===== src/afr_pkg.sv =====
`timescale 1ns / 1ps

package afr_pkg;

   // Frame store depth and derived widths
   localparam int BUF_DEPTH = 64;
   localparam int IDX_W     = $clog2(BUF_DEPTH);
   localparam int POS_W     = $clog2(BUF_DEPTH + 1);

   localparam logic [7:0] CSUM_BASE         = 8'hFF;
   localparam logic [7:0] START_BYTE_RST    = 8'h7E;
   localparam logic [7:0] ACCEPTED_API_RST  = 8'h81;
   localparam int         API_POS           = 3;

   // Configuration register indexes
   localparam int CSR_IDX_W = 1;
   typedef enum logic [CSR_IDX_W-1:0] {
      CSR_START_BYTE   = 1'd0,
      CSR_ACCEPTED_API = 1'd1
   } csr_idx_type;

   // Request opcodes
   typedef enum logic [1:0] {
      OP_BYTE  = 2'd0,
      OP_ABORT = 2'd1,
      OP_READ  = 2'd2
   } op_type;

   // Result kinds
   typedef enum logic {
      KIND_REPORT = 1'b0,
      KIND_READ   = 1'b1
   } kind_type;

   // Frame status codes
   typedef enum logic [1:0] {
      ST_GOOD_ACCEPTED = 2'd0,
      ST_GOOD_OTHER    = 2'd1,
      ST_BAD_CSUM      = 2'd2
   } status_type;

   // Parser phase, one-hot
   typedef enum logic [3:0] {
      PH_WAIT   = 4'b0001,
      PH_LEN_HI = 4'b0010,
      PH_LEN_LO = 4'b0100,
      PH_DATA   = 4'b1000
   } phase_type;

   // Control from the parser to the frame banks
   typedef struct packed {
      logic wr_en;        // store one frame byte in the receive side
      logic commit;       // frame end: receive side becomes the readable store
      logic clear;        // abort: both stores read as zero
      logic rd_en;        // read the readable store
      logic rd_in_range;  // read index lies inside the store
   } bank_ctl_type;

endpackage


===== src/afr_frame_banks.sv =====
`timescale 1ns / 1ps

module afr_frame_banks
   import afr_pkg::*;
(
   input  logic             clock,
   input  logic             reset,
   input  bank_ctl_type     ctl,
   input  logic [IDX_W-1:0] wr_addr,
   input  logic [7:0]       wr_data,
   input  logic [IDX_W-1:0] rd_addr,
   output logic [7:0]       rd_data
);

   // Two banks per entry: loc says which bank holds the readable byte,
   // the other bank takes receive writes. wr marks entries written since
   // the last frame end, zero marks entries cleared by abort or reset.
   logic [7:0] mem0 [BUF_DEPTH];
   logic [7:0] mem1 [BUF_DEPTH];

   logic [BUF_DEPTH-1:0] loc_ff, loc_in;
   logic [BUF_DEPTH-1:0] wr_ff, wr_in;
   logic [BUF_DEPTH-1:0] zero_ff, zero_in;

   logic [7:0] q0_ff;
   logic [7:0] q1_ff;
   logic       sel_ff;
   logic       rd_zero_ff;

   always_comb begin
      logic hit;
      loc_in  = loc_ff;
      wr_in   = wr_ff;
      zero_in = zero_ff;
      for (int i = 0; i < BUF_DEPTH; i++) begin
         hit = ctl.wr_en && (wr_addr == IDX_W'(i));
         if (ctl.clear) begin
            wr_in[i]   = 1'b0;
            zero_in[i] = 1'b1;
         end else if (ctl.commit) begin
            if (wr_ff[i] || hit) begin
               loc_in[i]  = ~loc_ff[i];
               zero_in[i] = 1'b0;
            end
            wr_in[i] = 1'b0;
         end else if (hit) begin
            wr_in[i] = 1'b1;
         end
      end
   end

   always_ff @(posedge clock) begin
      if (reset) begin
         loc_ff  <= '0;
         wr_ff   <= '0;
         zero_ff <= '1;
      end else begin
         loc_ff  <= loc_in;
         wr_ff   <= wr_in;
         zero_ff <= zero_in;
      end
   end

   // Receive writes go to the bank opposite loc
   always_ff @(posedge clock) begin
      if (ctl.wr_en && loc_ff[wr_addr]) begin
         mem0[wr_addr] <= wr_data;
      end
      if (ctl.rd_en) begin
         q0_ff <= mem0[rd_addr];
      end
   end

   always_ff @(posedge clock) begin
      if (ctl.wr_en && !loc_ff[wr_addr]) begin
         mem1[wr_addr] <= wr_data;
      end
      if (ctl.rd_en) begin
         q1_ff <= mem1[rd_addr];
      end
   end

   always_ff @(posedge clock) begin
      if (ctl.rd_en) begin
         sel_ff     <= loc_ff[rd_addr];
         rd_zero_ff <= zero_ff[rd_addr] | ~ctl.rd_in_range;
      end
   end

   assign rd_data = rd_zero_ff ? 8'd0 : (sel_ff ? q1_ff : q0_ff);

   a_clear_marks: assert property (@(posedge clock) disable iff (reset)
      ctl.clear |=> (wr_ff == '0) && (zero_ff == '1))
      else $error("abort left written or live entries");

   a_commit_marks: assert property (@(posedge clock) disable iff (reset)
      ctl.commit && !ctl.clear |=> wr_ff == '0)
      else $error("frame end left written marks");

   a_write_marks: assert property (@(posedge clock) disable iff (reset)
      ctl.wr_en && !ctl.commit && !ctl.clear |=> wr_ff != '0)
      else $error("receive write not marked");

endmodule


===== src/api_frame_receiver.sv =====
`timescale 1ns / 1ps
// A result word is registered and appears on rsp in the cycle after the request word is taken.
// Throughput: one request word per cycle; the request side stalls only while a
//   result word is held on rsp under rsp_stall.
// Reset (synchronous): parser back to hunting for the start byte, both frame stores
//   read as zero at once through per-entry flags, start_byte 0x7E, accepted_api 0x81.
module api_frame_receiver
   import afr_pkg::*;
(
   input  logic                 clock,
   input  logic                 reset,
   // configuration write port
   input  logic                 csr_we,
   input  logic [CSR_IDX_W-1:0] csr_index,
   input  logic [7:0]           csr_wdata,
   // request channel
   input  logic                 req_valid,
   output logic                 req_stall,
   input  logic [1:0]           req_op,
   input  logic [7:0]           req_rx_byte,
   input  logic [5:0]           req_read_index,
   // result channel
   output logic                 rsp_valid,
   input  logic                 rsp_stall,
   output logic                 rsp_result_kind,
   output logic [1:0]           rsp_frame_status,
   output logic [15:0]          rsp_frame_length,
   output logic                 rsp_overflow,
   output logic [7:0]           rsp_read_data
);

   // ---------------------------------------------------------------
   // Configuration registers
   // ---------------------------------------------------------------
   logic [7:0] start_byte_ff;
   logic [7:0] accepted_api_ff;

   always_ff @(posedge clock) begin
      if (reset) begin
         start_byte_ff   <= START_BYTE_RST;
         accepted_api_ff <= ACCEPTED_API_RST;
      end else if (csr_we) begin
         unique case (csr_index)
            CSR_START_BYTE:   start_byte_ff   <= csr_wdata;
            CSR_ACCEPTED_API: accepted_api_ff <= csr_wdata;
            default: ;
         endcase
      end
   end

   // ---------------------------------------------------------------
   // Parser state
   // ---------------------------------------------------------------
   phase_type        phase_ff, phase_in;
   logic [POS_W-1:0] wpos_ff, wpos_in;       // next buffer position, saturates
   logic [15:0]      remain_ff, remain_in;   // payload bytes still expected
   logic [15:0]      plen_ff, plen_in;       // length field of this frame
   logic [7:0]       sum_ff, sum_in;         // payload sum modulo 256
   logic             ovf_ff, ovf_in;         // a byte of this frame was dropped
   logic [7:0]       len_hi_ff, len_hi_in;   // length MSB, buffer position one
   logic [7:0]       api_ff, api_in;         // byte at the API id position

   // result register
   logic             rsp_valid_ff, rsp_valid_in;
   kind_type         kind_ff, kind_in;
   status_type       status_ff, status_in;
   logic [15:0]      len_ff, len_in;
   logic             rovf_ff, rovf_in;

   logic             accept;
   logic             has_result;
   bank_ctl_type     bank_ctl;
   logic [IDX_W-1:0] wr_addr;
   logic [IDX_W-1:0] rd_addr;
   logic [7:0]       bank_rd_data;

   // Hold the request side only while a result word waits under stall
   assign req_stall = rsp_valid_ff & rsp_stall;
   assign accept    = req_valid & ~req_stall;

   assign wr_addr = wpos_ff[IDX_W-1:0];
   assign rd_addr = IDX_W'(req_read_index);

   always_comb begin
      logic       room;
      logic [7:0] api_id;
      logic [7:0] expect_sum;

      phase_in   = phase_ff;
      wpos_in    = wpos_ff;
      remain_in  = remain_ff;
      plen_in    = plen_ff;
      sum_in     = sum_ff;
      ovf_in     = ovf_ff;
      len_hi_in  = len_hi_ff;
      api_in     = api_ff;
      bank_ctl   = '0;
      has_result = 1'b0;
      kind_in    = KIND_REPORT;
      status_in  = ST_GOOD_ACCEPTED;
      len_in     = 16'd0;
      rovf_in    = 1'b0;

      room       = (32'(wpos_ff) < BUF_DEPTH);
      api_id     = (wpos_ff == POS_W'(API_POS)) ? req_rx_byte : api_ff;
      expect_sum = CSUM_BASE - sum_ff;

      if (accept) begin
         case (req_op)
            OP_ABORT: begin
               // Drop the frame in progress and clear both stores
               phase_in       = PH_WAIT;
               wpos_in        = '0;
               remain_in      = '0;
               plen_in        = '0;
               sum_in         = '0;
               ovf_in         = 1'b0;
               bank_ctl.clear = 1'b1;
            end
            OP_READ: begin
               has_result           = 1'b1;
               kind_in              = KIND_READ;
               bank_ctl.rd_en       = 1'b1;
               bank_ctl.rd_in_range = (32'(req_read_index) < BUF_DEPTH);
            end
            OP_BYTE: begin
               if (phase_ff == PH_WAIT) begin
                  // Every hunted byte lands at position zero
                  bank_ctl.wr_en = 1'b1;
                  if (req_rx_byte == start_byte_ff) begin
                     wpos_in  = POS_W'(1);
                     ovf_in   = 1'b0;
                     phase_in = PH_LEN_HI;
                  end
               end else begin
                  // Store and advance, or drop and flag once the buffer is full
                  if (room) begin
                     bank_ctl.wr_en = 1'b1;
                     wpos_in        = wpos_ff + POS_W'(1);
                  end else begin
                     ovf_in = 1'b1;
                  end
                  unique case (phase_ff)
                     PH_LEN_HI: begin
                        len_hi_in = req_rx_byte;
                        phase_in  = PH_LEN_LO;
                     end
                     PH_LEN_LO: begin
                        plen_in   = {len_hi_ff, req_rx_byte};
                        remain_in = {len_hi_ff, req_rx_byte};
                        sum_in    = 8'd0;
                        phase_in  = PH_DATA;
                     end
                     PH_DATA: begin
                        if (wpos_ff == POS_W'(API_POS)) begin
                           api_in = req_rx_byte;
                        end
                        if (remain_ff != 16'd0) begin
                           sum_in    = sum_ff + req_rx_byte;
                           remain_in = remain_ff - 16'd1;
                        end else begin
                           // Checksum byte: report and swap banks
                           has_result      = 1'b1;
                           bank_ctl.commit = 1'b1;
                           if (expect_sum != req_rx_byte) begin
                              status_in = ST_BAD_CSUM;
                           end else if (api_id == accepted_api_ff) begin
                              status_in = ST_GOOD_ACCEPTED;
                           end else begin
                              status_in = ST_GOOD_OTHER;
                           end
                           len_in   = plen_ff;
                           rovf_in  = ovf_in;
                           phase_in = PH_WAIT;
                           wpos_in  = '0;
                        end
                     end
                     default: begin
                        phase_in = PH_WAIT;
                     end
                  endcase
               end
            end
            default: ;
         endcase
      end

      // Result register: load on accept, empty once taken
      if (accept) begin
         rsp_valid_in = has_result;
      end else if (!rsp_stall) begin
         rsp_valid_in = 1'b0;
      end else begin
         rsp_valid_in = rsp_valid_ff;
      end
   end

   always_ff @(posedge clock) begin
      if (reset) begin
         phase_ff     <= PH_WAIT;
         wpos_ff      <= '0;
         remain_ff    <= '0;
         plen_ff      <= '0;
         sum_ff       <= '0;
         ovf_ff       <= 1'b0;
         rsp_valid_ff <= 1'b0;
      end else begin
         phase_ff     <= phase_in;
         wpos_ff      <= wpos_in;
         remain_ff    <= remain_in;
         plen_ff      <= plen_in;
         sum_ff       <= sum_in;
         ovf_ff       <= ovf_in;
         rsp_valid_ff <= rsp_valid_in;
      end
   end

   // Payload registers, no reset needed
   always_ff @(posedge clock) begin
      len_hi_ff <= len_hi_in;
      api_ff    <= api_in;
      if (accept) begin
         kind_ff   <= kind_in;
         status_ff <= status_in;
         len_ff    <= len_in;
         rovf_ff   <= rovf_in;
      end
   end

   // ---------------------------------------------------------------
   // Receive buffer and readable frame store
   // ---------------------------------------------------------------
   afr_frame_banks u_banks (
      .clock   (clock),
      .reset   (reset),
      .ctl     (bank_ctl),
      .wr_addr (wr_addr),
      .wr_data (req_rx_byte),
      .rd_addr (rd_addr),
      .rd_data (bank_rd_data)
   );

   assign rsp_valid        = rsp_valid_ff;
   assign rsp_result_kind  = kind_ff;
   assign rsp_frame_status = status_ff;
   assign rsp_frame_length = len_ff;
   assign rsp_overflow     = rovf_ff;
   assign rsp_read_data    = (kind_ff == KIND_READ) ? bank_rd_data : 8'd0;

   a_wait_pos: assert property (@(posedge clock) disable iff (reset)
      phase_ff == PH_WAIT |-> wpos_ff == '0)
      else $error("write position not zero while hunting");

   a_pos_bound: assert property (@(posedge clock) disable iff (reset)
      32'(wpos_ff) <= BUF_DEPTH)
      else $error("write position beyond buffer depth");

   a_abort: assert property (@(posedge clock) disable iff (reset)
      accept && (req_op == OP_ABORT) |=> (phase_ff == PH_WAIT) && !rsp_valid)
      else $error("abort did not return parser to hunting");

endmodule

===== config.mk =====
export PLATFORM = sky130hd
export DESIGN_NAME = api_frame_receiver
export DESIGN_NICKNAME = d
export VERILOG_FILES = /design/src/afr_pkg.sv /design/src/afr_frame_banks.sv /design/src/api_frame_receiver.sv
export SDC_FILE = /design/constraint.sdc
export NUM_CORES = 2
export LEC_CHECK = 0
export BUFFER_PORTS_ARGS = -buffer_cell sky130_fd_sc_hd__buf_4
export CORE_ASPECT_RATIO = 1.2
export CORE_UTILIZATION = 50
export CTS_CLUSTER_DIAMETER = 30
export DETAILED_ROUTE_END_ITERATION = 8
export PLACE_DENSITY = 0.76
export SETUP_SLACK_MARGIN = 0.1
export SLEW_MARGIN = 10
export SYNTH_ARGS = -nofsm -noshare
export SYNTH_HDL_FRONTEND = slang
export SYNTH_SLANG_ARGS = --single-unit

===== constraint.sdc =====
create_clock -name clock -period 6 [get_ports clock]
set_input_delay 0.6 -clock clock [delete_from_list [all_inputs] [get_ports clock]]
set_output_delay 0.6 -clock clock [all_outputs]
set_load 0.1 [all_outputs]

**Word-level counts from Yosys, hierarchy flattened**

Memory sizes are Yosys's and may differ from the RTL's. A register that Yosys moved wholly into a read port is not among the register bits.
Index checks and enable logic that the tools add are counted.

- Flip-flop bits (word level): 299
- Memory bits (writable): 1024
- Output and inout port bits: 30
- Word-level logic and storage cells: 703
- Memories: 2

Memory list:

| name | depth | width | read ports | clocked after Yosys merged registers in | wr ports | RTL line | RTL |
|---|---|---|---|---|---|---|---|
| u_banks.mem0 | 64 | 8 | 1 | 1 | 1 | afr_frame_banks.sv:18 | `logic [7:0] mem0 [BUF_DEPTH];` |
| u_banks.mem1 | 64 | 8 | 1 | 1 | 1 | afr_frame_banks.sv:19 | `logic [7:0] mem1 [BUF_DEPTH];` |

- Add/sub/neg operators: 4
- Order comparisons: 3
- Eq/ne operators: 80
- Mux-type cells: 55
- Bitwise logic cells: 74
- Reductions and logical operators: 275

Operators with widths:

| cell | count |
|---|---|
| 3-bit AND reduction | 65 |
| 6-bit == test, second input constant | 32 |
| 2-bit AND reduction | 66 |
| 6-bit by 5-bit == test with 1-bit output, second input constant | 16 |
| 16-bit one-hot mux with 2 select lines | 3 |
| 1-bit NOT | 71 |
| 1-bit logical AND | 66 |
| 1-bit logical OR | 64 |
| 16-bit two-way mux | 4 |
| 6-bit by 4-bit == test with 1-bit output, second input constant | 8 |
| 8-bit two-way mux | 6 |
| 7-bit two-way mux | 5 |
| 8-bit one-hot mux with 2 select lines | 2 |
| 6-bit by 3-bit == test with 1-bit output, second input constant | 4 |
| 1-bit two-way mux | 20 |
| 1-bit binary-select mux with 6-bit select | 3 |
| 8-bit == test | 2 |
| 4-bit AND reduction | 4 |
| 16-bit nonzero test | 1 |
| 16-bit by 1-bit subtractor with 16-bit output, second input constant | 1 |
| 6-bit by 7-bit < comparator with 1-bit output, second input constant | 2 |
| 7-bit one-hot mux with 2 select lines | 1 |
| 6-bit by 2-bit == test with 1-bit output, second input constant | 2 |
| 4-bit two-way mux | 3 |
| other kinds (34) | 40 |

**Depth between registers and ports, before layout**

- Depth after elaboration: 9
- Depth in mapped cells: 12

**Hierarchy**

From an unflattened synthesis, not the netlist that was laid out.

- Cell total of the unflattened synthesis: 3108
- Area total of the unflattened synthesis: 53704.0 µm²

Modules (own cells, without submodules):

| module | times used | cells an instance | area each (µm²) | seq. area each (µm²) |
|---|---|---|---|---|
| afr_frame_banks | 1 | 2522 | 48202.5 | 35133.7 |
| api_frame_receiver | 1 | 586 | 5501.5 | 2462.4 |

**Worst setup path after synthesis**

No wires, ideal clock.

- Path type: register to register
- Start point: register rsp_valid_ff (netlist: rsp_valid)
- End point: memory u_banks.mem0[29][0], enable pin
- Library setup time: 0.383 ns
- Arrival: 3.978 ns
- Slack: 1.639 ns
- Stages on the path, launching flop included: 11
- Path buffers: 3
- Clock period less this slack: 4.361 ns
- Path through: dfxtp_1 and2_1 nand2b_1 clkbuf_1 inv_1 nand2_1 a21oi_1 or3b_2 clkbuf_1 clkbuf_1 nor3_1

- Longest elaborated chain between the ends: 7

RTL lines:

| what | RTL line | RTL |
|---|---|---|
| start: declaration | api_frame_receiver.sv:64 | `logic rsp_valid_ff, rsp_valid_in;` |
| start signal: assignment | api_frame_receiver.sv:214 | `rsp_valid_ff <= rsp_valid_in;` |
| 1-bit AND | api_frame_receiver.sv:78 | `assign req_stall = rsp_valid_ff & rsp_stall;` |
| via req_stall | api_frame_receiver.sv:18 | `output logic req_stall,` |
| 1-bit NOT | api_frame_receiver.sv:79 | `assign accept = req_valid & ~req_stall;` |
| 1-bit AND | api_frame_receiver.sv:79 |  |
| via accept | api_frame_receiver.sv:70 | `logic accept;` |
| 5-bit two-way mux | api_frame_receiver.sv:108 | `if (accept) begin` |
| 1-bit logical AND | afr_frame_banks.sv:66 | `if (ctl.wr_en && loc_ff[wr_addr]) begin` |
| 1-bit two-way mux | afr_frame_banks.sv:66 |  |
| 1-bit two-way mux (implied by the code) | afr_frame_banks.sv:67 | `mem0[wr_addr] <= wr_data;` |
| end: declaration | afr_frame_banks.sv:18 |  |

The timed path passes the listed nets, and every way through them passes these cells.

**Worst setup path after layout**

- Start point: register wpos_ff[2]
- End point: memory u_banks.mem1[27][7], enable pin

- Longest elaborated chain between the ends: 8
- Elaborated cells between the ends (all ways): 11
- Those cells by class: order compare (1); mux (8); reduce/logical (2)

RTL lines:

| what | RTL line | RTL |
|---|---|---|
| start: declaration | api_frame_receiver.sv:55 | `logic [POS_W-1:0] wpos_ff, wpos_in;` |
| start signal: assignment | api_frame_receiver.sv:209 | `wpos_ff <= wpos_in;` |
| 7-bit < comparator | api_frame_receiver.sv:104 | `room = (32'(wpos_ff) < BUF_DEPTH);` |
| 1-bit two-way mux | api_frame_receiver.sv:137 | `if (room) begin` |
| 1-bit two-way mux | api_frame_receiver.sv:127 | `if (phase_ff == PH_WAIT) begin` |
| 2-bit two-way mux | api_frame_receiver.sv:109 | `case (req_op)` |
| 5-bit two-way mux | api_frame_receiver.sv:108 |  |
| 1-bit logical AND | afr_frame_banks.sv:75 | `if (ctl.wr_en && !loc_ff[wr_addr]) begin` |
| 1-bit two-way mux | afr_frame_banks.sv:75 |  |
| 1-bit two-way mux (implied by the code) | afr_frame_banks.sv:76 | `mem1[wr_addr] <= wr_data;` |
| end: declaration | afr_frame_banks.sv:19 |  |

Several ways; a longest one is shown, not always the timed one. The select of a mux whose other input is x is not followed.

==> flow_summary.toml <==
[power]
p_per_area_nw_per_um2 = 347
ir_drop_mv = 0.295
fin_total_pwr_mw = 21.5
p_leak_nw = 19.7

[detailed_routing]
wl_um = 134000
route.met2.wl_um = 66400
first_iter_violations = 3621
avgRoutedWirePerCell_um = 27.7
routed.top_layer = "met5"
via_count = 30871
wl_met3_um = 10700
routed_via_density = 6.39
m1WireLength_um = 50200
firstDrtPassIters = 6
ant_nets = 0
drc_errors = 0

[floorplanning]
initial_utilization_pct = 50.3
placementRows = 131
fp.dieH_um = 360
coreArea_um2 = 106000
dieWidth_um = 300
io_pins = 60
die_area_um2 = 108000

[synth]
async_flop_share_pct = 0
ys_ff_latch = 1339
synth.distinct_cells = 72
ys_top_cells_by_count = "1078 x edfxtp_1, 354 x mux4_2, 261 x dfxtp_1"
syn-num-nets = 3184
yosys.area.top_type = "edfxtp_1"
synthCells = 3140
yosysMostFrequentCell = "edfxtp_1"
synth_area_leaders = "edfxtp_1 61%, mux4_2 15%, dfxtp_1 9.8%"
ys_warn_count = 0
syn_area_per_cell_um2 = 17.0
synth_top_area_share_pct = 60.6
syn_area_um2 = 53500
ys_seq_area_share_pct = 70.3
yosys_most_used_dff = "edfxtp_1"
synth_edf_count = 1078

[place]
dp_hpwl_um = 77700
io_buffers = 59
globalplace.congestion = 0.886
place_inst = 4512

[worst_setup_path]
r2r-end = "u_banks.mem1[27][7]"
reg2reg_depth = 8
endpoint_kind = "register"
path_max_fanout = 32
crit_start = "wpos_ff[2]"
start_kind = "register"
r2r-start = "wpos_ff[2]"
r2r_setup_slack_ns = 1.19
crit_type = "register to register"
cp-endpoint = "u_banks.mem1[27][7]"
crit_arrival_ns = 5.21
cp_data_required_time_ns = 6.40

[cts]
ctsHoldBuffers = 0
clockBufferDepth = 3
clkTransAtPathRegs_ns = 0.06
postCtsSetupRepairBufs = 0
clk_latency_ns = 0.81
numCtsBuffers = 171
clock-root-buffer = "clkbuf_16"
htreeDepth = 4
cts_tree = "built"
cts.sinks = 1339
cts_resized = 0

[sta]
layout_min_cycle_time_ns = 4.81
maxSlewViolCount = 0
final.period_utilization_pct = 80.2
hold_viol_final = 0
fin_setup_tns_ns = 0
worstMarginPinSlew_ns = 1.25
clock_skew_ns = 0.0366
relSlewSlack_pct = 16.3
hold-worst-slack_ns = 0.0552
setup_viol = 0
max_clock_freq_ghz = 0.208
rsz0062_at_grt = "no"

[hold_path]
hold_path_depth = 3
min_path_type = "input port to register"

[outcome]
status = "finished, final reports clean"

[global_route]
grt_first_pass_wirelength_um = 200000
grt_use_total_pct = 25.0
grt_pass1_vias = 30455
antenna_found_initial = 2
overflow = 0
grt_max_degree = 102

[flow_run]
drv_cap = 0

[final_layout]
fillCellCount = 7634
syn_to_final_growth_pct = 15.8
instances_no_fill = 4828
nNetsFinal = 3333
drive_above_1_share_pct = 26.0
utilization_pct = 58.3
-- critical path: stages (launching register included) --
cell	delay, ns
dfxtp_2	0.71
clkinv_1	0.33
buf_4	0.28
buf_4	0.24
a311oi_1	0.31
o32ai_1	0.19
or4_2	0.94
buf_4	0.37
nor3_1	1.02
-- placed cells by master, fill, tap and decap left out, types with 127 or more instances in the layout --
| cell | netlist | final |
|---|---|---|
| mux4_2 | 354 | 354 |
| edfxtp_1 | 1078 | 1078 |
| a21oi_1 | 127 | 127 |
| nor2_1 | 133 | 132 |
| o21ai_0 | 151 | 151 |
| buf_4 | 0 | 186 |
| nand2_1 | 159 | 158 |
| nor3_1 | 145 | 141 |
| clkbuf_16 | 0 | 179 |
| dfxtp_1 | 261 | 260 |
-- area by class of cell --
type | count | area (um2) | area share (%)
clock buffer | 190 | 4540 | 7.33
antenna | 2 | 5.00 | 0.00808
sequential | 1339 | 37600 | 60.7
clock inverter | 124 | 1420 | 2.30
timing repair buffer | 197 | 1610 | 2.59
multi-input combinational | 1557 | 14900 | 24.1
inverter | 23 | 86.3 | 0.139
tap | 1396 | 1750 | 2.82
-- layer usage --
metal	vias up	track usage, %
met2	1757	40.5
li1	12974	-
met1	15811	32.5
met5	-	0
met4	4	11.8
met3	325	4.82
-- cells by family after synthesis --
kind of cell | Yosys count | share of synthesized area, %
flops | 1339 | 70.3
simple gates | 666 | 6.22
compound gates | 451 | 4.98
buf+inv | 244 | 1.89
mux | 402 | 15.9
fa+ha+maj | 14 | 0.342
xor+xnor | 24 | 0.393
-- worst min-delay path by stage --
stage,from,to,slack (ns)
after floorplan,plen_ff[0],plen_ff[0],0.43
after global placement,plen_ff[3],plen_ff[3],0.43
after detailed placement,plen_ff[8],plen_ff[8],0.44
after CTS,csr_wdata[1],start_byte_ff[1],0.01
after global routing,csr_wdata[0],accepted_api_ff[0],0.03
final,csr_wdata[6],start_byte_ff[6],0.06
-- power breakdown --
| part | total, mW | switching, mW | leakage, nW | internal, mW |
|---|---|---|---|---|
| Combinational | 0.936 | 0.605 | 4.97 | 0.330 |
| Sequential | 10.1 | 0.0195 | 11.8 | 10.0 |
| Clock | 10.5 | 4.24 | 2.88 | 6.26 |
-- per-stage QoR --
step / instance area [um2] / setup WS, ns
after floorplan: 53500 / 1.64
after global placement: 55900 / 1.47
after detailed placement: 55900 / 1.27
after CTS: 61900 / 1.17
after global routing: 61900 / 0.942
final: 61900 / 1.19
-- state kept, by name, indices dropped and copies added, names as in the netlist, 2 cells and up --
register and flops:
u_banks.mem0 512, wpos_ff 7, u_banks.q0_ff 8, accepted_api_ff 8, phase_ff 4, u_banks.wr_ff 64, u_banks.q1_ff 8, rsp_frame_length 16
rsp_frame_status 2, sum_ff 8, u_banks.zero_ff 64, u_banks.loc_ff 64, u_banks.mem1 512, remain_ff 16, len_hi_ff 8, api_ff 8
plen_ff 16, start_byte_ff 8
Power figures use the tool's default switching activity.
